[src/hw/rtl/fpa_pkg.sv]
`timescale 1ns / 1ps
// Shared types and constants for the signed fixed-point ALU.
// Used by every module under hw/rtl except fpa_checker; depends on nothing else.
package fpa_pkg;

  localparam int FRAC_BITS = 8;
  localparam int DATA_W    = 32;
  // shifted dividend width, one divider cell per quotient bit
  localparam int DIV_W     = DATA_W + FRAC_BITS;

  typedef enum logic [3:0] {
    FN_ADD  = 4'd0,
    FN_SUB  = 4'd1,
    FN_MUL  = 4'd2,
    FN_DIV  = 4'd3,
    FN_GT   = 4'd4,
    FN_LT   = 4'd5,
    FN_GE   = 4'd6,
    FN_LE   = 4'd7,
    FN_EQ   = 4'd8,
    FN_NE   = 4'd9,
    FN_MIN  = 4'd10,
    FN_MAX  = 4'd11,
    FN_INC  = 4'd12,
    FN_DEC  = 4'd13,
    FN_I2F  = 4'd14,
    FN_F2I  = 4'd15
  } func_t;

  // one pipeline slot as it moves down the chain
  typedef struct packed {
    logic               vld;
    func_t              func;
    logic [DATA_W-1:0]  val;   // finished result for everything but divide
    logic               cmp;
    logic               dz;
    logic               neg;   // quotient sign
    logic [DATA_W-1:0]  rem;   // partial remainder
    logic [DIV_W-1:0]   quo;   // dividend bits shifting out, quotient bits in
    logic [DATA_W-1:0]  dvs;   // divisor magnitude
  } lane_t;

endpackage

[src/hw/rtl/fpa_div_cell.sv]
`timescale 1ns / 1ps
// One restoring-division cell: settles one quotient bit per slot and passes it on.
// Depends on fpa_pkg.
module fpa_div_cell (
  input  logic           clk,
  input  logic           rst_n,
  input  logic           adv,
  input  fpa_pkg::lane_t lane_i,
  output fpa_pkg::lane_t lane_o
);

  fpa_pkg::lane_t           lane_r, lane_nxt;
  logic [fpa_pkg::DATA_W:0] trial, diff;
  logic                     take;

  always_comb begin
    trial    = {lane_i.rem, lane_i.quo[fpa_pkg::DIV_W-1]};
    diff     = trial - {1'b0, lane_i.dvs};
    take     = (trial >= {1'b0, lane_i.dvs});
    lane_nxt = lane_i;
    lane_nxt.rem = take ? diff[fpa_pkg::DATA_W-1:0] : trial[fpa_pkg::DATA_W-1:0];
    lane_nxt.quo = {lane_i.quo[fpa_pkg::DIV_W-2:0], take};
  end

  always_ff @(posedge clk) begin
    if (!rst_n) begin
      lane_r.vld <= 1'b0;
    end else if (adv) begin
      lane_r <= lane_nxt;
    end
  end

  assign lane_o = lane_r;

endmodule

[config.mk]
export PLATFORM = sky130hd
export DESIGN_NAME = fpa_div_cell
export DESIGN_NICKNAME = d
export VERILOG_FILES = /design/src/hw/rtl/fpa_pkg.sv /design/src/hw/rtl/fpa_div_cell.sv
export SDC_FILE = /design/constraint.sdc
export NUM_CORES = 1
export LEC_CHECK = 0
export BUFFER_PORTS_ARGS = -buffer_cell sky130_fd_sc_hd__buf_2
export CORE_MARGIN = 3
export CORE_UTILIZATION = 48
export CTS_CLUSTER_DIAMETER = 50
export DETAILED_ROUTE_END_ITERATION = 10
export PLACE_DENSITY = 0.89
export SYNTH_ARGS = -nofsm -noshare
export SYNTH_HDL_FRONTEND = slang
export SYNTH_SLANG_ARGS = --single-unit
[constraint.sdc]
create_clock -name clk -period 5.6 [get_ports clk]
set_input_delay 0.56 -clock clk [delete_from_list [all_inputs] [get_ports clk]]
set_output_delay 0.56 -clock clk [all_outputs]
set_load 0.05 [all_outputs]
After elaboration in Yosys (flattened, before gate mapping)
Cells that the tools add are included.
{ "op_classes": {"addsub": 1, "order_cmp": 1, "mux": 1, "n_reduce_logical": 1} }
{ "ops": {"columns": ["operator", "n"], "rows": [
  ["$ge 33x32->1", 1],
  ["$mux 32", 1],
  ["$sub 32x32->32", 1],
  ["$reduce_and 2->1", 1]
]} }
{ "word_totals": {"ff_bits": 144, "output_inout_bits": 144} }

Logic depth before layout (Yosys ltp)
{ "depth": {"word_depth": 2, "depth_mapped": 13} }

Worst setup path after synthesis
Ideal clock, no wire load.
{ "synth_path": {"kind": "input port to flip-flop", "from": "in adv", "to": "reg lane_r, in the netlist lane_o[0], enable pin", "arrival_time_ns": 3.827, "required_time_ns": 5.081, "setup_slack_ns": 1.254, "cell_stages": 1, "n_path_buf": 0, "path_cell_list": "and2_1"} }
{ "synth_via": {"elab_chain_len": 1} }
{ "synth_rtl": {"columns": ["item", "line_no", "source"], "rows": [
  ["start, declared", "fpa_div_cell.sv:7", "input logic adv,"],
  ["$reduce_and 2->1 (no source line)", null, null],
  ["end signal, assigned", "fpa_div_cell.sv:29", "lane_r <= lane_nxt;"],
  ["end, declared", "fpa_div_cell.sv:12", "fpa_pkg::lane_t lane_r, lane_nxt;"]
]} }
Every way passes these cells.
A chain may end at the register's enable or synchronous reset.

==> metrics.yaml <==
min_from: "lane_i[66]"
io_buffers: 290
grtUsageMet2_pct: 41.89
yosysTopAreaCell: "edfxtp_1"
setup_violations: 0
hp-class: "in -> reg"
rr_worst_depth: 2
die_y_um: 122.8
synth_fp_nets: 670
clk_pin_slew_worst_paths_ns: 0.07
root_buffer: "clkbuf_16"
tritoncts: "done"
drv_cap: 0
hold_buffers: 0
hold_viol: 0
critPathLaunchType: "input pin"
ys_types: 48
io_pins: 291
grt_pass1_wl_mm: 27.21
cts_max_level: 4
hold_depth: 1
grt_pass1_vias: 4846
worst_pin_slew_ns: 0.7259
criticalPathCategory: "in -> reg"
rsz0062_at_grt: "no"
area_growth_pct: 33.88
grt.overflow.total: 0
antenna_found_initial: 8
synth-main-ff-cell: "edfxtp_1"
yosysSeqAreaShare_pct: 65.93
grt_use_total_pct: 24.32
syn_inst: 490
r2r_start: "lane_o[143]$_SDFFE_PN0P_"
grt_max_degree: 55
ant_nets: 0
drt_iter0_markers: 400
clock-sinks: 144
final_nets: 966
synth.cell_area_um2: 6544
drcViolationCount: 0
vias_per_cell: 5.286
finalSetupTns_ns: 0
end_kind: "flop"
fin_area_um2: 8761
fp.dieW_um: 122.8
status: "complete, no violations"
num_vias: 5180
dp_cells: 943
postCtsSetupRepairBufs: 0
postSynthAreaPerCell_um2: 13.35
required_ns: 5.78
crit_fanout: 4
power_density_nw_per_um2: 360.5
start_util_pct: 49.22
final_util_pct: 65.90
dp_hpwl_mm: 14.52
ir_worst_vdd_uv: 167.2
critPathArrivalTime_ns: 3.62
largest_reg_flops: 144
numCtsBuffers: 17
first_pass_iters: 5
netlist.area_leader.share_pct: 65.62
relSlewSlack_pct: 51.61
grtUsageMet1_pct: 27.89
clockBufferDepth: 2
synth.area.top_cells: "edfxtp_1 (66%), ha_1 (6.1%), a21oi_1 (4.1%)"
place.gp.congestion: 0.9359
max_freq_mhz: 290.0
grt-busiest-layer: "met2"
clkLatencyLatePin_ns: 0.41
rows: 42
wl_per_cell_um: 19.64
dieArea_um2: 15070
synth_seq_cells: 144
wl_mm: 19.25
synth_edf_count: 143
place_area_um2: 8162
ys_warn_count: 0
p_leak_nw: 3.863
post_cts_resized: 0
fin_crit_ns: 3.449
fin_skew_ns: 0
fin_crit_sh_pct: 61.58
met3_usage_pct: 8.848
finalMaxSlewViolations: 0
startpoint: "lane_i[0]"
hold_ws_ns: 0.3079
drive_gt1_share_pct: 42.30
core_region_area_um2: 13300
stdcell_count: 980
synthArstFlopShare_pct: 0
## cells by family after synthesis
logic type / Yosys count / share of synthesized area (%)
AO/OA/AOI/OAI: 118 / 11.24
XOR/XNOR: 27 / 3.614
flip-flops: 144 / 65.93
multiplexers: 13 / 2.180
AND/OR/NAND/NOR: 100 / 7.113
buffers and inverters: 55 / 3.499
adder cells (fa/ha/maj): 33 / 6.424
## through the flow
step | setup WS [ns] | power (mW)
2_1_floorplan | 1.254 | 1.861
3_3_place_gp | 1.871 | 2.038
3_5_place_dp | 1.772 | 2.055
4_1_cts | 2.192 | 3.173
5_1_grt | 1.993 | 3.269
6_report | 2.151 | 3.158
## critical path, stage by stage
cell and delay [ns]:
buf_2 0.10, ha_1 0.24, fa_1 0.42, nand2b_1 0.19, a21oi_1 0.17, o21ai_0 0.23
o311a_1 0.41, a31oi_1 0.30, a21oi_1 0.21, o41ai_1 0.37, xor2_1 0.12, mux2_1 0.30
## worst paths after layout
check	slack (ns)	endpoint
worst min register to register	0.55	lane_o[143]$_SDFFE_PN0P_
worst min-delay path	0.31	lane_o[67]$_DFFE_PP_
worst max-delay path	2.15	lane_o[102]$_DFFE_PP_
worst max register to register	4.99	lane_o[143]$_SDFFE_PN0P_
## where the power goes
group	internal (mW)	switching, mW
clock network	0.633	0.487
logic	0.206	0.525
registers	1.29	0.0202
total	2.13	1.03
## synthesized netlist by cell type (all sizes together) (2+ instances only)
master / n
nand2b: 4
a31oi: 5
and2: 2
nand4: 7
o41ai: 2
and4: 2
clkbuf: 6
o21bai: 3
nand2: 27
a21o: 12
nor2b: 3
buf: 11
edfxtp: 143
nor2: 36
o21ai: 17
xnor2: 16
a211o: 2
o211ai: 4
mux2: 10
a2bb2oi: 2
mux2i: 3
a21oi: 54
o22ai: 2
nor3: 2
nand3: 8
o21a: 6
nor4: 4
inv: 38
a211oi: 4
xor2: 11
o31ai: 2
ha: 32
## area by class of cell
| type | instances | area [um2] |
|---|---|---|
| diodes | 5 | 12.51 |
| clock buffers | 17 | 425.4 |
| clock inverters | 15 | 161.4 |
| fillers | 979 | 4534 |
| inverters | 38 | 142.6 |
| multi-input cells | 291 | 2003 |
| flip-flops and latches | 144 | 4314 |
| well taps | 176 | 220.2 |
| repair buffers | 294 | 1481 |
## per-layer routing
metal	up-vias	wire length [um]	part of all wire [%]
li1	2427	-	-
met1	2480	7273	38
met2	231	9787	51
met3	36	1715	8.9
met4	6	427	2.2
met5	-	45	0.23
## placed cells by master, fill, tap and decap left out, drive strengths merged, types with 11 or more instances in the layout
master  count
nand2      27
a21o       12
o21ai      17
inv        47
ha         32
clkbuf     17
xnor2      16
nor2       36
buf       294
xor2       11
edfxtp    143
a21oi      54
Power figures use the tool's default switching activity.
