<file path="config.mk">
export PLATFORM = sky130hd
export DESIGN_NAME = fpa_back
export DESIGN_NICKNAME = d
export VERILOG_FILES = /design/src/hw/rtl/fpa_pkg.sv /design/src/hw/rtl/fpa_back.sv
export SDC_FILE = /design/constraint.sdc
export NUM_CORES = 1
export LEC_CHECK = 0
export BUFFER_PORTS_ARGS = -buffer_cell sky130_fd_sc_hd__buf_4
export CAP_MARGIN = 5
export CORE_MARGIN = 2
export CORE_UTILIZATION = 39
export DETAILED_ROUTE_END_ITERATION = 8
export PLACE_DENSITY = 0.86
export SYNTH_ARGS = -nofsm -noshare
export SYNTH_HDL_FRONTEND = slang
export SYNTH_SLANG_ARGS = --single-unit
</file>
<file path="constraint.sdc">
create_clock -name clk -period 2.3 [get_ports clk]
set_clock_uncertainty 0.15 [all_clocks]
set_input_delay 0.115 -clock clk [delete_from_list [all_inputs] [get_ports clk]]
set_output_delay 0.115 -clock clk [all_outputs]
set_load 0.03 [all_outputs]
</file>
<file path="src/hw/rtl/fpa_pkg.sv">
`timescale 1ns / 1ps
// Shared types and constants for the signed fixed-point ALU.
// Used by every module under hw/rtl except fpa_checker; depends on nothing else.
package fpa_pkg;

  localparam int FRAC_BITS = 8;
  localparam int DATA_W    = 32;
  // shifted dividend width, one divider cell per quotient bit
  localparam int DIV_W     = DATA_W + FRAC_BITS;

  typedef enum logic [3:0] {
    FN_ADD  = 4'd0,
    FN_SUB  = 4'd1,
    FN_MUL  = 4'd2,
    FN_DIV  = 4'd3,
    FN_GT   = 4'd4,
    FN_LT   = 4'd5,
    FN_GE   = 4'd6,
    FN_LE   = 4'd7,
    FN_EQ   = 4'd8,
    FN_NE   = 4'd9,
    FN_MIN  = 4'd10,
    FN_MAX  = 4'd11,
    FN_INC  = 4'd12,
    FN_DEC  = 4'd13,
    FN_I2F  = 4'd14,
    FN_F2I  = 4'd15
  } func_t;

  // one pipeline slot as it moves down the chain
  typedef struct packed {
    logic               vld;
    func_t              func;
    logic [DATA_W-1:0]  val;   // finished result for everything but divide
    logic               cmp;
    logic               dz;
    logic               neg;   // quotient sign
    logic [DATA_W-1:0]  rem;   // partial remainder
    logic [DIV_W-1:0]   quo;   // dividend bits shifting out, quotient bits in
    logic [DATA_W-1:0]  dvs;   // divisor magnitude
  } lane_t;

endpackage

</file>
<file path="src/hw/rtl/fpa_back.sv">
`timescale 1ns / 1ps
// Back end: quotient sign fix, result select and the output register.
// Produces the chain-wide advance; depends on fpa_pkg.
module fpa_back (
  input  logic                        clk,
  input  logic                        rst_n,
  input  fpa_pkg::lane_t              lane_i,
  input  logic                        out_rdy,
  output logic                        adv,
  output logic                        out_vld,
  output logic [fpa_pkg::DATA_W-1:0]  out_val,
  output logic                        out_cmp,
  output logic                        out_dz
);

  logic                       vld_r;
  logic [fpa_pkg::DATA_W-1:0] val_r, val_nxt, q_lo;

  always_comb begin
    q_lo = lane_i.quo[fpa_pkg::DATA_W-1:0];
    if (lane_i.func == fpa_pkg::FN_DIV) begin
      if (lane_i.dz) begin
        val_nxt = '0;
      end else begin
        val_nxt = lane_i.neg ? (fpa_pkg::DATA_W'(0) - q_lo) : q_lo;
      end
    end else begin
      val_nxt = lane_i.val;
    end
  end

  // advance whenever the output slot is empty or being drained
  assign adv = !vld_r || out_rdy;

  always_ff @(posedge clk) begin
    if (!rst_n) begin
      vld_r <= 1'b0;
    end else if (adv) begin
      vld_r   <= lane_i.vld;
      val_r   <= val_nxt;
      out_cmp <= lane_i.cmp;
      out_dz  <= lane_i.dz;
    end
  end

  assign out_vld = vld_r;
  assign out_val = val_r;

endmodule

</file>
# Word level (Yosys, flattened, before mapping)
# Index checks and enable logic that the tools add are counted.
# classes
addsub	1
n_eq_ne	1
mux	3
n_reduce_logical	3
# op_table
cell	n
32-bit two-way mux	3
1-bit by 32-bit subtractor with 32-bit output (first input constant)	1
4-bit by 2-bit equality test with 1-bit output (second input constant)	1
2-bit AND reduction	1
1-bit zero test	1
1-bit logical OR	1
# word_totals
regBits	35
elab_cells	12

# Logic depth before layout (Yosys ltp)
# logic_depth
ltp_word	4
ltp_mapped	8
mapped_depth_nobuf	7

# Worst setup path after synthesis
# OpenSTA, ideal clock, no wires.
# synth_path
kind	register to register
start	register vld_r, in the netlist out_vld
end	register out_cmp (enable)
setup_time_ns	0.394
arrival_ns	1.621
required_time_ns	1.756
path_slack_ns	0.135
path_stages_with_launch	3
n_path_buf	0
period_less_slack_ns	2.165
path_cell_list	dfxtp_1 nand2b_1 and2_1
# synth_via
elab_chain_cells	3
# synth_lines
element	line_no	text
start, declared	fpa_back.sv:16	logic vld_r;
start signal, assigned	fpa_back.sv:39	vld_r <= lane_i.vld;
1-bit zero test	fpa_back.sv:33	assign adv = !vld_r || out_rdy;
1-bit logical OR	fpa_back.sv:33	
net adv	fpa_back.sv:9	output logic adv,
2-bit AND reduction (no line)	--	
end signal, assigned	fpa_back.sv:41	out_cmp <= lane_i.cmp;
end, declared	fpa_back.sv:12	output logic out_cmp,
# The timed path passes the listed nets, and every way through them passes these cells.
# A chain may end at the register's enable or synchronous reset.

# Worst setup path after layout
# layout_path
start	input port lane_i[38] in the netlist's numbering
end	register val_r, in the netlist out_val[25], data pin
# layout_via
elab_chain_cells	4
# layout_lines
element	line_no	text
start, declared	fpa_back.sv:7	input fpa_pkg::lane_t lane_i,
1-bit by 32-bit subtractor with 32-bit output	fpa_back.sv:25	val_nxt = lane_i.neg ? (fpa_pkg::DATA_W'(0) - q_lo) : q_lo;
32-bit two-way mux	fpa_back.sv:25	
32-bit two-way mux	fpa_back.sv:22	if (lane_i.dz) begin
32-bit two-way mux	fpa_back.sv:21	if (lane_i.func == fpa_pkg::FN_DIV) begin
net val_nxt, one bit	fpa_back.sv:17	logic [fpa_pkg::DATA_W-1:0] val_r, val_nxt, q_lo;
end signal, assigned	fpa_back.sv:40	val_r <= val_nxt;
end, declared	fpa_back.sv:17	
# The timed path passes the listed nets, and every way through them passes these cells.

==> out/qor.yml <==
setup_path:
  required_time_at_the_endpoint_of_the_critical_path_ns: 2.15
  r2r_start: "out_vld$_SDFFE_PN0N_"
  max_stage_delay_ns: 0.55
  crit_type: "input pin to flip-flop"
  critical_path.top_delay_family: "simple AND/OR/NAND/NOR gates"
  crit_path_end_kind: "flip-flop"
  regToRegSetupSlack_ns: 0.84
  critPathMaxFanout: 11
  critical_path.reg2reg.endpoint: "out_val[31]$_DFFE_PP_"
  cp-start-kind: "input pin"
  crit_buf_inv: 1
  arrival_ns: 2.00
  critical-path-slowest-cell: "sky130_fd_sc_hd__or4_4"
  path_depth: 6
  cp_cell_sequence: "buf_4, or4_4, or3_4, o41ai_1, xor2_1, o21ai_0"
  rr_worst_depth: 3
routing:
  avgRoutedWirePerCell_um: 14.6
  drt-total-wl_mm: 6.28
  detail_route.vias_per_cell: 5.01
  final_antenna_net_count: 0
  initialDrtViolationCount: 101
  firstDrtPassIters: 4
  dr_total_vias: 2149
  post-route-drc-count: 0
final_layout:
  drive_gt1_frac: 0.387
  areaGrowthSynthToFinish_pct: 64.1
  final_cell_area_um2: 3530
  finish.net_count: 504
  n_antenna_cell: 0
  final_cells: 429
synth:
  ys.flop_type: "sky130_fd_sc_hd__edfxtp_1"
  syn-mean-instance-area_um2: 10.4
  ys_warnings: 0
  ys_top_cells_by_area: "sky130_fd_sc_hd__edfxtp_1 (47%), sky130_fd_sc_hd__xor2_1 (12%), sky130_fd_sc_hd__o21ai_0 (6.3%)"
  number_of_flops_mapped_to_enable_cells_by_yosys: 34
  post_synth_most_frequent_cells: "sky130_fd_sc_hd__nand2_1 (35), sky130_fd_sc_hd__edfxtp_1 (34), sky130_fd_sc_hd__xor2_1 (29)"
  postSynth.asyncResetShare: 0
  post_synth_top_area_share: 0.475
  share_of_synthesized_area_occupied_by_flip_flops_and_latches: 0.484
  synthesized_netlist_net_count: 355
  synth-seq-cells: 35
  synth.lib_cells_used.distinct: 30
  synthesis.instances: 207
  mappedNetlistArea_um2: 2150
  yosys.cell_count.top_type: "sky130_fd_sc_hd__nand2_1"
  synth.largest_area_cell: "sky130_fd_sc_hd__edfxtp_1"
timing:
  final.setup.tns_ns: 0
  timing_max_transition_violations_final: 0
  grt_setup_unrepaired: "false"
  max_slew.worst_pin.slew_ns: 0.497
  period_share: 0.934
  layout_min_cycle_time_ns: 2.15
  timing.slew.headroom: 0.669
  final_hold_viol_count: 0
  achievable-frequency_mhz: 465
  setup_viol: 0
place:
  placed_cell_area_um2: 3080
  dp.final_hpwl_mm: 4.29
  gp_congestion: 0.767
  post-place-cells: 386
  placement.io_buffers: 110
power:
  pwr_density_cell_nw_per_um2: 487
  overall_power_mw: 1.72
  leakage_nw: 1.54
  vdd.ir_drop.worst_mv: 0.292
worst_hold_path:
  hold_path.class: "input pin to flip-flop"
  min_to: "out_val[27]$_DFFE_PP_"
  min-delay-start: "lane_i[134]"
  hold-path-cell-count: 3
global_route:
  grt_overflow: 0
  maximum_number_of_pins_on_one_net_before_global_route_repair: 38
  globalRouteTotalUtil: 0.210
  antenna_found_initial: 0
  wire_length_of_the_first_global_routing_pass_mm: 10.1
  number_of_global_route_vias_before_repair: 2188
die:
  io-pin-count: 183
  die_width_um: 78.2
  starting_utilization_of_the_core_area: 0.398
  die-height_um: 78.2
  design.die.area_um2: 6120
  rows: 27
  fp.coreArea_um2: 5410
cts:
  cts.repair_timing.setup_buffer_count: 0
  ctsLongestPathBuffers: 2
  clock-sinks: 35
  root_buffer: "sky130_fd_sc_hd__clkbuf_8"
  cts_inserted_buffers: 5
  cts_tree: "yes"
  h-tree-depth: 2
  clk_pin_slew_ns: 0.07
  worst_skew_pair.late_latency_ns: 0.27
flow_run:
  drv_cap: 0
status:
  status: "finished, final reports clean"
==> layout by cell type, fill, tap and decap left out, types with 2 or more instances in the layout <==
| cell type | n |
|---|---|
| sky130_fd_sc_hd__o41ai_2 | 4 |
| sky130_fd_sc_hd__o31ai_1 | 16 |
| sky130_fd_sc_hd__nor2_1 | 3 |
| sky130_fd_sc_hd__nand2_1 | 35 |
| sky130_fd_sc_hd__nand4b_1 | 2 |
| sky130_fd_sc_hd__nor4_1 | 4 |
| sky130_fd_sc_hd__edfxtp_1 | 34 |
| sky130_fd_sc_hd__inv_1 | 4 |
| sky130_fd_sc_hd__o21ai_1 | 6 |
| sky130_fd_sc_hd__nand2b_1 | 3 |
| sky130_fd_sc_hd__o21ai_0 | 27 |
| sky130_fd_sc_hd__buf_4 | 120 |
| sky130_fd_sc_hd__dlygate4sd3_1 | 35 |
| sky130_fd_sc_hd__or2_2 | 3 |
| sky130_fd_sc_hd__xor2_1 | 29 |
| sky130_fd_sc_hd__nand3_1 | 2 |
| sky130_fd_sc_hd__o41ai_1 | 5 |
| sky130_fd_sc_hd__or3_4 | 2 |
| sky130_fd_sc_hd__clkbuf_8 | 7 |
| sky130_fd_sc_hd__or3_1 | 5 |
==> cell type report <==
type / count / area, µm²
Tap cell: 72 / 90.1
Multi-Input combinational cell: 155 / 1030
Inverter: 4 / 15.0
Clock buffer: 8 / 100
Sequential cell: 35 / 1040
Fill cell: 435 / 1880
Timing Repair Buffer: 155 / 1250
==> repair_timing <==
item	CTS	global route
resized for setup	0	0
endpoints found under the hold margin	34	0
hold buffers	35	0
==> metal layers <==
layer,vias up,share of wire,GRT usage
met1,988,0.40,0.234
met4,0,0.016,0.0772
met3,10,0.078,0.0529
li1,1060,-,-
met5,-,0,0
met2,91,0.51,0.385
==> metrics by stage <==
stage	hold WS [ns]	utilization	setup WS, ns
5_1_grt	0.0434	0.653	0.124
3_5_place_dp	0.145	0.569	-0.106
3_3_place_gp	0.146	0.569	-0.0630
4_1_cts	0.00576	0.653	0.175
6_report	0.00410	0.653	0.151
2_1_floorplan	0.0639	-	0.135
==> cell families (layout without fill, tap and decap cells) <==
| kind of cell | Yosys count | in the layout | share of synthesized area |
|---|---|---|---|
| AO/OA/AOI/OAI | 60 | 60 | 0.200 |
| multiplexers | 1 | 1 | 0.00466 |
| buffers and inverters | 17 | 167 | 0.0367 |
| flip-flops | 35 | 35 | 0.484 |
| XOR/XNOR | 30 | 30 | 0.122 |
| AND/OR/NAND/NOR | 63 | 63 | 0.147 |
| adder cells (fa/ha/maj) | 1 | 1 | 0.00582 |
==> worst max path at each step <==
| stage | endpoint | slack (ns) | startpoint |
|---|---|---|---|
| after floorplan | out_cmp$_DFFE_PP_ | 0.13 | out_vld$_SDFFE_PN0N_ |
| after global placement | out_val[25]$_DFFE_PP_ | -0.06 | lane_i[38] |
| after detailed placement | out_val[25]$_DFFE_PP_ | -0.11 | lane_i[38] |
| after CTS | out_val[25]$_DFFE_PP_ | 0.18 | lane_i[38] |
| after global routing | out_val[25]$_DFFE_PP_ | 0.12 | lane_i[38] |
| final | out_val[25]$_DFFE_PP_ | 0.15 | lane_i[38] |
==> report_power, final <==
group,switching (mW),internal (mW),total (mW)
sequential,0.0115,0.750,0.762
combinational,0.237,0.230,0.468
clock,0.215,0.273,0.488
==> tightest hold or removal path, delay by kind of cell <==
family          cells  cell delay (ns)
simple gates        1             0.04
compound gates      1             0.08
buf+inv             1             0.08
==> registers in the layout (all words and copies together) (netlist names) <==
register,count
out_dz,1
out_cmp,1
out_vld,1
out_val,32
Note: power is estimated with default switching activity, not from simulation.
