### config.mk
export PLATFORM = sky130hd
export DESIGN_NAME = fpa_front
export DESIGN_NICKNAME = d
export VERILOG_FILES = /design/src/hw/rtl/fpa_pkg.sv /design/src/hw/rtl/fpa_front.sv
export SDC_FILE = /design/constraint.sdc
export NUM_CORES = 2
export LEC_CHECK = 0
export ABC_AREA = 1
export BUFFER_PORTS_ARGS = -buffer_cell sky130_fd_sc_hd__buf_4
export CAP_MARGIN = 20
export CORE_MARGIN = 4
export CORE_UTILIZATION = 59
export CTS_BUF_LIST = sky130_fd_sc_hd__clkbuf_8
export DETAILED_ROUTE_END_ITERATION = 7
export PLACE_DENSITY = 0.91
export SLEW_MARGIN = 20
export SYNTH_ARGS = -nofsm -noshare
export SYNTH_HDL_FRONTEND = slang
export SYNTH_SLANG_ARGS = --single-unit
### constraint.sdc
create_clock -name clk -period 8 [get_ports clk]
set_input_delay 1.2 -clock clk [delete_from_list [all_inputs] [get_ports clk]]
set_output_delay 1.2 -clock clk [all_outputs]
set_load 0.01 [all_outputs]
### src/hw/rtl/fpa_pkg.sv
`timescale 1ns / 1ps
// Shared types and constants for the signed fixed-point ALU.
// Used by every module under hw/rtl except fpa_checker; depends on nothing else.
package fpa_pkg;

  localparam int FRAC_BITS = 8;
  localparam int DATA_W    = 32;
  // shifted dividend width, one divider cell per quotient bit
  localparam int DIV_W     = DATA_W + FRAC_BITS;

  typedef enum logic [3:0] {
    FN_ADD  = 4'd0,
    FN_SUB  = 4'd1,
    FN_MUL  = 4'd2,
    FN_DIV  = 4'd3,
    FN_GT   = 4'd4,
    FN_LT   = 4'd5,
    FN_GE   = 4'd6,
    FN_LE   = 4'd7,
    FN_EQ   = 4'd8,
    FN_NE   = 4'd9,
    FN_MIN  = 4'd10,
    FN_MAX  = 4'd11,
    FN_INC  = 4'd12,
    FN_DEC  = 4'd13,
    FN_I2F  = 4'd14,
    FN_F2I  = 4'd15
  } func_t;

  // one pipeline slot as it moves down the chain
  typedef struct packed {
    logic               vld;
    func_t              func;
    logic [DATA_W-1:0]  val;   // finished result for everything but divide
    logic               cmp;
    logic               dz;
    logic               neg;   // quotient sign
    logic [DATA_W-1:0]  rem;   // partial remainder
    logic [DIV_W-1:0]   quo;   // dividend bits shifting out, quotient bits in
    logic [DATA_W-1:0]  dvs;   // divisor magnitude
  } lane_t;

endpackage

### src/hw/rtl/fpa_front.sv
`timescale 1ns / 1ps
// Front end: operand decode, simple operations, multiplier and divider setup.
// Two register stages; depends on fpa_pkg.
module fpa_front (
  input  logic                        clk,
  input  logic                        rst_n,
  input  logic                        adv,
  input  logic                        in_vld,
  input  logic [3:0]                  in_func,
  input  logic [fpa_pkg::DATA_W-1:0]  in_a,
  input  logic [fpa_pkg::DATA_W-1:0]  in_b,
  output fpa_pkg::lane_t              lane_o
);

  fpa_pkg::lane_t                    s1_r, s1_nxt;
  fpa_pkg::lane_t                    s2_r, s2_nxt;
  logic signed [2*fpa_pkg::DATA_W-1:0] prod_r, prod_nxt;
  logic signed [2*fpa_pkg::DATA_W-1:0] prod_sh;
  logic signed [fpa_pkg::DATA_W-1:0]   sa, sb, f2i;
  logic [fpa_pkg::DATA_W-1:0]          a_mag, b_mag;

  always_comb begin
    sa       = $signed(in_a);
    sb       = $signed(in_b);
    f2i      = sa >>> fpa_pkg::FRAC_BITS;
    a_mag    = in_a[fpa_pkg::DATA_W-1] ? (fpa_pkg::DATA_W'(0) - in_a) : in_a;
    b_mag    = in_b[fpa_pkg::DATA_W-1] ? (fpa_pkg::DATA_W'(0) - in_b) : in_b;
    prod_nxt = sa * sb;

    s1_nxt      = '0;
    s1_nxt.vld  = in_vld;
    s1_nxt.func = fpa_pkg::func_t'(in_func);
    s1_nxt.neg  = in_a[fpa_pkg::DATA_W-1] ^ in_b[fpa_pkg::DATA_W-1];
    s1_nxt.rem  = '0;
    s1_nxt.quo  = {a_mag, {fpa_pkg::FRAC_BITS{1'b0}}};
    s1_nxt.dvs  = b_mag;
    case (fpa_pkg::func_t'(in_func))
      fpa_pkg::FN_ADD: s1_nxt.val = in_a + in_b;
      fpa_pkg::FN_SUB: s1_nxt.val = in_a - in_b;
      fpa_pkg::FN_DIV: s1_nxt.dz  = (in_b == '0);
      fpa_pkg::FN_GT:  s1_nxt.cmp = (sa > sb);
      fpa_pkg::FN_LT:  s1_nxt.cmp = (sa < sb);
      fpa_pkg::FN_GE:  s1_nxt.cmp = (sa >= sb);
      fpa_pkg::FN_LE:  s1_nxt.cmp = (sa <= sb);
      fpa_pkg::FN_EQ:  s1_nxt.cmp = (in_a == in_b);
      fpa_pkg::FN_NE:  s1_nxt.cmp = (in_a != in_b);
      fpa_pkg::FN_MIN: s1_nxt.val = (sa < sb) ? in_a : in_b;
      fpa_pkg::FN_MAX: s1_nxt.val = (sa > sb) ? in_a : in_b;
      fpa_pkg::FN_INC: s1_nxt.val = in_a + fpa_pkg::DATA_W'(1);
      fpa_pkg::FN_DEC: s1_nxt.val = in_a - fpa_pkg::DATA_W'(1);
      fpa_pkg::FN_I2F: s1_nxt.val = in_a << fpa_pkg::FRAC_BITS;
      fpa_pkg::FN_F2I: s1_nxt.val = f2i;
      default:         s1_nxt.val = '0;
    endcase
  end

  // second stage: scale the registered product back to Q format
  always_comb begin
    prod_sh = prod_r >>> fpa_pkg::FRAC_BITS;
    s2_nxt  = s1_r;
    if (s1_r.func == fpa_pkg::FN_MUL) begin
      s2_nxt.val = prod_sh[fpa_pkg::DATA_W-1:0];
    end
  end

  always_ff @(posedge clk) begin
    if (!rst_n) begin
      s1_r.vld <= 1'b0;
      s2_r.vld <= 1'b0;
    end else if (adv) begin
      s1_r   <= s1_nxt;
      prod_r <= prod_nxt;
      s2_r   <= s2_nxt;
    end
  end

  assign lane_o = s2_r;

endmodule

Word level (Yosys, flattened, before mapping)
Cells that the tools add are included.
- register bits after elaboration: 248
- bits of input ports: 72
- output and inout port bits: 144
- word-level logic and storage cells: 58
- add/subtract/negate cells: 6
- $mul: 1
- order comparisons: 4
- equal/unequal tests: 17
- muxes and demuxes: 7
- bitwise logic cells: 1
- reduce and logical (&&, ||, !) cells: 3
- operators by type and width (cell ; count):
    one-hot mux 32 bit (8 select lines) ; 1
    two-way mux 32 bit ; 3
    subtractor 1 x 32 -> 32 bit (first input constant) ; 2
    two-way mux 31 bit ; 2
    multiplier 32 x 32 -> 40 bit ; 1
    adder 32 x 1 -> 32 bit (second input constant) ; 1
    adder 32 bit ; 1
    equality test 32 bit ; 1
    equality test 4 bit (second input constant) ; 8
    >= comparator 32 bit ; 1
    greater-than comparator 32 bit ; 1
    <= comparator 32 bit ; 1
    logical NOT 32 bit ; 1
    less-than comparator 32 bit ; 1
    inequality test 32 bit ; 1
    subtractor 32 x 1 -> 32 bit (second input constant) ; 1
    subtractor 32 bit ; 1
    equality test 4 x 3 -> 1 bit (second input constant) ; 4
    equality test 4 x 2 -> 1 bit (second input constant) ; 2
    one-hot mux 1 bit (6 select lines) ; 1
    equality test 4 x 1 -> 1 bit (second input constant) ; 1
    logical NOT 4 bit ; 1
    AND reduction 2 bit ; 1
    XOR 1 bit ; 1

Longest topological paths before layout
- depth after elaboration: 3
- gate-level depth with buffers: 38

Worst setup path before layout
OpenSTA, ideal clock, no wires.
- kind: input port to flip-flop
- start: in in_a[10] (netlist bit)
- end: reg prod_r[26] (netlist bit) (data pin)
- data arrival time: 7.341 ns
- required time: 7.735 ns
- slack: 0.394 ns
- cell stages on the path: 24
- cells stage by stage: clkbuf_1 -> clkbuf_1 -> clkbuf_1 -> nand2_1 -> fa_1 -> inv_1 -> fa_1 -> fa_1 -> inv_1 -> fa_1 -> inv_1 -> fa_1 -> fa_1 -> fa_1 -> fa_1 -> ha_1 -> a21oi_1 -> inv_1 -> a21oi_1 -> o21a_1 -> o21ai_0 -> a21oi_1 -> o21ai_0 -> xor2_1
- longest elaborated chain between the ends: 1
- RTL lines (item ; line ; RTL):
    from (decl) ; fpa_front.sv:10 ; input logic [fpa_pkg::DATA_W-1:0] in_a,
    multiplier 32 x 32 -> 40 bit ; fpa_front.sv:28 ; prod_nxt = sa * sb;
    named net prod_nxt (one bit) ; fpa_front.sv:17 ; logic signed [2*fpa_pkg::DATA_W-1:0] prod_r, prod_nxt;
    to (signal assigned) ; fpa_front.sv:72 ; prod_r <= prod_nxt;
    to (decl) ; fpa_front.sv:17 ;
The timed path passes the listed nets, and every way through them passes these cells.
A chain may end at the register's enable or synchronous reset.

Worst setup path in the final report
- start: in in_a[12] (netlist bit)
- end: reg prod_r[26] (netlist bit) (data pin)
The elaborated chain is that of the path after synthesis.

==> metrics.txt <==
# TYPE chip_impl_metric gauge
chip_impl_info{name="run_status",value="complete, no violations"} 1
chip_impl_metric{name="slew_headroom",unit="%"} 23.0
chip_impl_metric{name="worstPathMaxFanout",unit=""} 30
chip_impl_metric{name="gpl.final_weighted_congestion",unit=""} 1.07
chip_impl_metric{name="dpl.hpwl",unit="microns"} 119000
chip_impl_metric{name="numCtsBuffers",unit=""} 39
chip_impl_info{name="min-delay-start",value="s1_r[63]"} 1
chip_impl_metric{name="grt_pass1_wl",unit="microns"} 224000
chip_impl_metric{name="finalClockSkew",unit="ns"} 0.0468
chip_impl_metric{name="dr_total_vias",unit=""} 36300
chip_impl_metric{name="tns",unit="ns"} 0
chip_impl_metric{name="synth-seq-cells",unit=""} 240
chip_impl_metric{name="drt.antenna.violating_nets",unit=""} 0
chip_impl_metric{name="route.detailed.vias_per_inst",unit=""} 5.73
chip_impl_metric{name="synth_cells",unit=""} 5257
chip_impl_metric{name="remaining_drc_errors",unit=""} 0
chip_impl_metric{name="num-nets-final",unit=""} 6326
chip_impl_info{name="critical_path.reg2reg.startpoint",value="s1_r[140]"} 1
chip_impl_info{name="worstReg2RegEnd",value="lane_o[126]"} 1
chip_impl_metric{name="async_reset_ff_share",unit="%"} 0
chip_impl_metric{name="site_rows",unit=""} 96
chip_impl_metric{name="global_route.usage.total",unit="%"} 40.3
chip_impl_info{name="critical-path-slowest-cell",value="sky130_fd_sc_hd__fa_1"} 1
chip_impl_metric{name="vias_in_the_first_global_route",unit=""} 37000
chip_impl_metric{name="fillerInstances",unit=""} 5734
chip_impl_metric{name="final.hold.worst_slack",unit="ns"} 0.379
chip_impl_metric{name="timing.hold.worst_path_depth",unit=""} 0
chip_impl_metric{name="ctsLongestPathBuffers",unit=""} 3
chip_impl_metric{name="antenna_found_initial",unit=""} 5
chip_impl_metric{name="boundary_pin_count",unit=""} 216
chip_impl_info{name="tritoncts",value="built"} 1
chip_impl_info{name="cts-root-buf",value="sky130_fd_sc_hd__clkbuf_8"} 1
chip_impl_info{name="worst_hold_path.endpoint",value="lane_o[63]"} 1
chip_impl_metric{name="floorplan.die_area",unit="sq mm"} 0.0737
chip_impl_info{name="ys_dominant_reg_cell",value="sky130_fd_sc_hd__edfxtp_1"} 1
chip_impl_info{name="rsz0062_at_grt",value="no"} 1
chip_impl_metric{name="synth_area",unit="sq mm"} 0.0410
chip_impl_metric{name="postLayoutCellArea",unit="sq mm"} 0.0442
chip_impl_metric{name="synthesis.yosys.warnings",unit=""} 0
chip_impl_metric{name="placed_instance_area",unit="sq mm"} 0.0434
chip_impl_metric{name="r2r.worst_path.cells",unit=""} 3
chip_impl_metric{name="cts.reportedPaths.clkPinSlew",unit="ns"} 0.07
chip_impl_metric{name="first_iter_violations",unit=""} 4530
chip_impl_metric{name="die_width",unit="microns"} 272
chip_impl_metric{name="drive_above_1_share",unit="%"} 8.00
chip_impl_info{name="timing.critical_path.cells",value="buf_4 -> nand2_1 -> inv_1 -> fa_1 -> fa_1 -> fa_1 -> inv_1 -> fa_1 -> inv_1 -> fa_1 -> inv_1 -> fa_1 -> inv_1 -> fa_1 -> fa_1 -> ha_1 -> a21oi_1 -> inv_1 -> a21oi_1 -> o21a_1 -> o21ai_0 -> a21oi_1 -> o21ai_0 -> xor2_1"} 1
chip_impl_metric{name="insertion_delay",unit="ns"} 0.60
chip_impl_info{name="cp_common_cell",value="sky130_fd_sc_hd__fa_1"} 1
chip_impl_metric{name="postCtsSetupRepairBufs",unit=""} 0
chip_impl_info{name="crit_type",value="in -> reg"} 1
chip_impl_metric{name="cp.required",unit="ns"} 8.37
chip_impl_metric{name="post_cts_resized",unit=""} 0
chip_impl_metric{name="port-buffer-count",unit=""} 175
chip_impl_metric{name="setup.reg_to_reg.worst_slack",unit="ns"} 6.20
chip_impl_info{name="critical_path.startpoint_type",value="input pin"} 1
chip_impl_metric{name="synth_enable_flop_cells",unit=""} 238
chip_impl_metric{name="max-cap-violations",unit=""} 0
chip_impl_metric{name="post-route-period-util",unit="%"} 92.4
chip_impl_metric{name="synth-seq-area-share",unit="%"} 17.5
chip_impl_metric{name="cts.hold.buffers_added",unit=""} 0
chip_impl_metric{name="syn_area_per_cell",unit="sq um"} 7.79
chip_impl_metric{name="worst-slew-pin-transition",unit="ns"} 1.14
chip_impl_info{name="top_cell_family_by_delay_on_the_critical_path",value="adder cells"} 1
chip_impl_metric{name="wirelength",unit="microns"} 149000
chip_impl_metric{name="timing_max_transition_violations_final",unit=""} 0
chip_impl_metric{name="slowest_delay",unit="ns"} 0.53
chip_impl_metric{name="hold_viol",unit=""} 0
chip_impl_metric{name="core_region_area",unit="sq mm"} 0.0687
chip_impl_metric{name="fmax",unit="MHz"} 135
chip_impl_metric{name="drt-pass1-iter-count",unit=""} 8
chip_impl_metric{name="clock_sink_count",unit=""} 240
chip_impl_info{name="final_common_cell",value="sky130_fd_sc_hd__inv_1"} 1
chip_impl_metric{name="worstPathArrival",unit="ns"} 7.76
chip_impl_metric{name="cts_max_level",unit=""} 2
chip_impl_metric{name="critPathBufInv",unit=""} 7
chip_impl_metric{name="routed_wire_length_per_instance",unit="microns"} 23.5
chip_impl_metric{name="time_the_final_worst_path_needs_with_i_o_delays_and_setup",unit="ns"} 7.39
chip_impl_metric{name="grt_overflow",unit=""} 0
chip_impl_info{name="most-common-layout-cells",value="1,399 x sky130_fd_sc_hd__inv_1, 1,331 x sky130_fd_sc_hd__nand2_1, 644 x sky130_fd_sc_hd__fa_1"} 1
chip_impl_metric{name="initial_core_utilization",unit="%"} 59.6
chip_impl_metric{name="setup_viol",unit=""} 0
chip_impl_info{name="critPathCaptureType",value="flop"} 1
chip_impl_metric{name="dieHeight",unit="microns"} 272
chip_impl_info{name="hold_class",value="reg -> reg"} 1
chip_impl_metric{name="finish.utilization",unit="%"} 64.3
chip_impl_metric{name="synth_cell_types",unit=""} 51
chip_impl_metric{name="syn_to_final_growth",unit="%"} 7.84
chip_impl_metric{name="grt_max_degree",unit=""} 122
[sequential cells by signal (all words and copies together) (netlist names)]
signal	cells
lane_o	104
s1_r	104
prod_r	32
[worst reg2reg max path, delay by kind of cell (launching register included)]
kind	cells	cell delay [ns]
multiplexers	1	0.51
buffers and inverters	1	0.49
flip-flops	1	0.40
AND/OR/NAND/NOR	1	0.11
[how the worst max path moves through the flow]
stage / cells after the start / start / slack (ns) / endpoint
floorplan: 24 / in_a[10] / 0.39 / prod_r[26]
global placement: 24 / in_b[4] / 0.20 / prod_r[38]
detailed placement: 24 / in_a[12] / 0.05 / prod_r[26]
CTS: 24 / in_a[12] / 0.69 / prod_r[26]
global route: 26 / in_b[8] / 0.35 / prod_r[26]
finish: 24 / in_a[12] / 0.61 / prod_r[26]
[cells by family (layout without fill, tap and decap cells)]
logic type               Yosys count  count (layout)  synth area share, %
AO/OA/AOI/OAI                    420             420                 5.89
XOR/XNOR                          93              93                 1.99
adder cells (fa/ha/maj)          883             883                 38.8
buffers and inverters           1663            1765                 15.8
flip-flops                       240             240                 17.5
multiplexers                      32              32                0.879
other                              1              45              0.00915
AND/OR/NAND/NOR                 1925            1925                 19.2
[per-layer routing]
| metal | GRT usage (%) | vias up | share of wire (%) |
|---|---|---|---|
| met3 | 11.5 | 547 | 14 |
| met2 | 59.3 | 2576 | 42 |
| met1 | 56.0 | 17400 | 38 |
| met5 | 0 | - | 0.0087 |
| li1 | - | 15800 | - |
| met4 | 18.0 | 2 | 5.8 |
[area by class of cell]
| cell class | count | area, sq um | area share, % |
|---|---|---|---|
| inverters | 1402 | 5270 | 11.9 |
| clock inverters | 29 | 267 | 0.603 |
| repair buffers | 295 | 2280 | 5.15 |
| clock buffers | 39 | 537 | 1.21 |
| multi-input cells | 3393 | 27500 | 62.2 |
| well taps | 931 | 1160 | 2.64 |
| flip-flops and latches | 240 | 7190 | 16.3 |
| diodes | 5 | 12.5 | 0.0283 |
[per-stage QoR]
step	setup WS [ns]	instances
after floorplan	0.394	5296
after global placement	0.201	6261
after detailed placement	0.0487	6261
after CTS	0.694	6329
after global routing	0.351	6333
final	0.611	6334
[synth_stat cells, drive strengths merged, types with 33 or more instances]
master	instances	area [sq um]
nand2	1344	5090
inv	1396	5240
nand4	45	282
xor2	75	657
a21oi	141	713
fa	644	12900
buf	105	617
clkbuf	156	586
nand3	205	1040
ha	239	2990
o211ai	33	288
o21ai	160	801
nor2	264	1020
edfxtp	238	7150
Power is left out: the tool's default activity adds up to more than one toggle a clock period on the data nets, which glitch-free logic cannot reach.
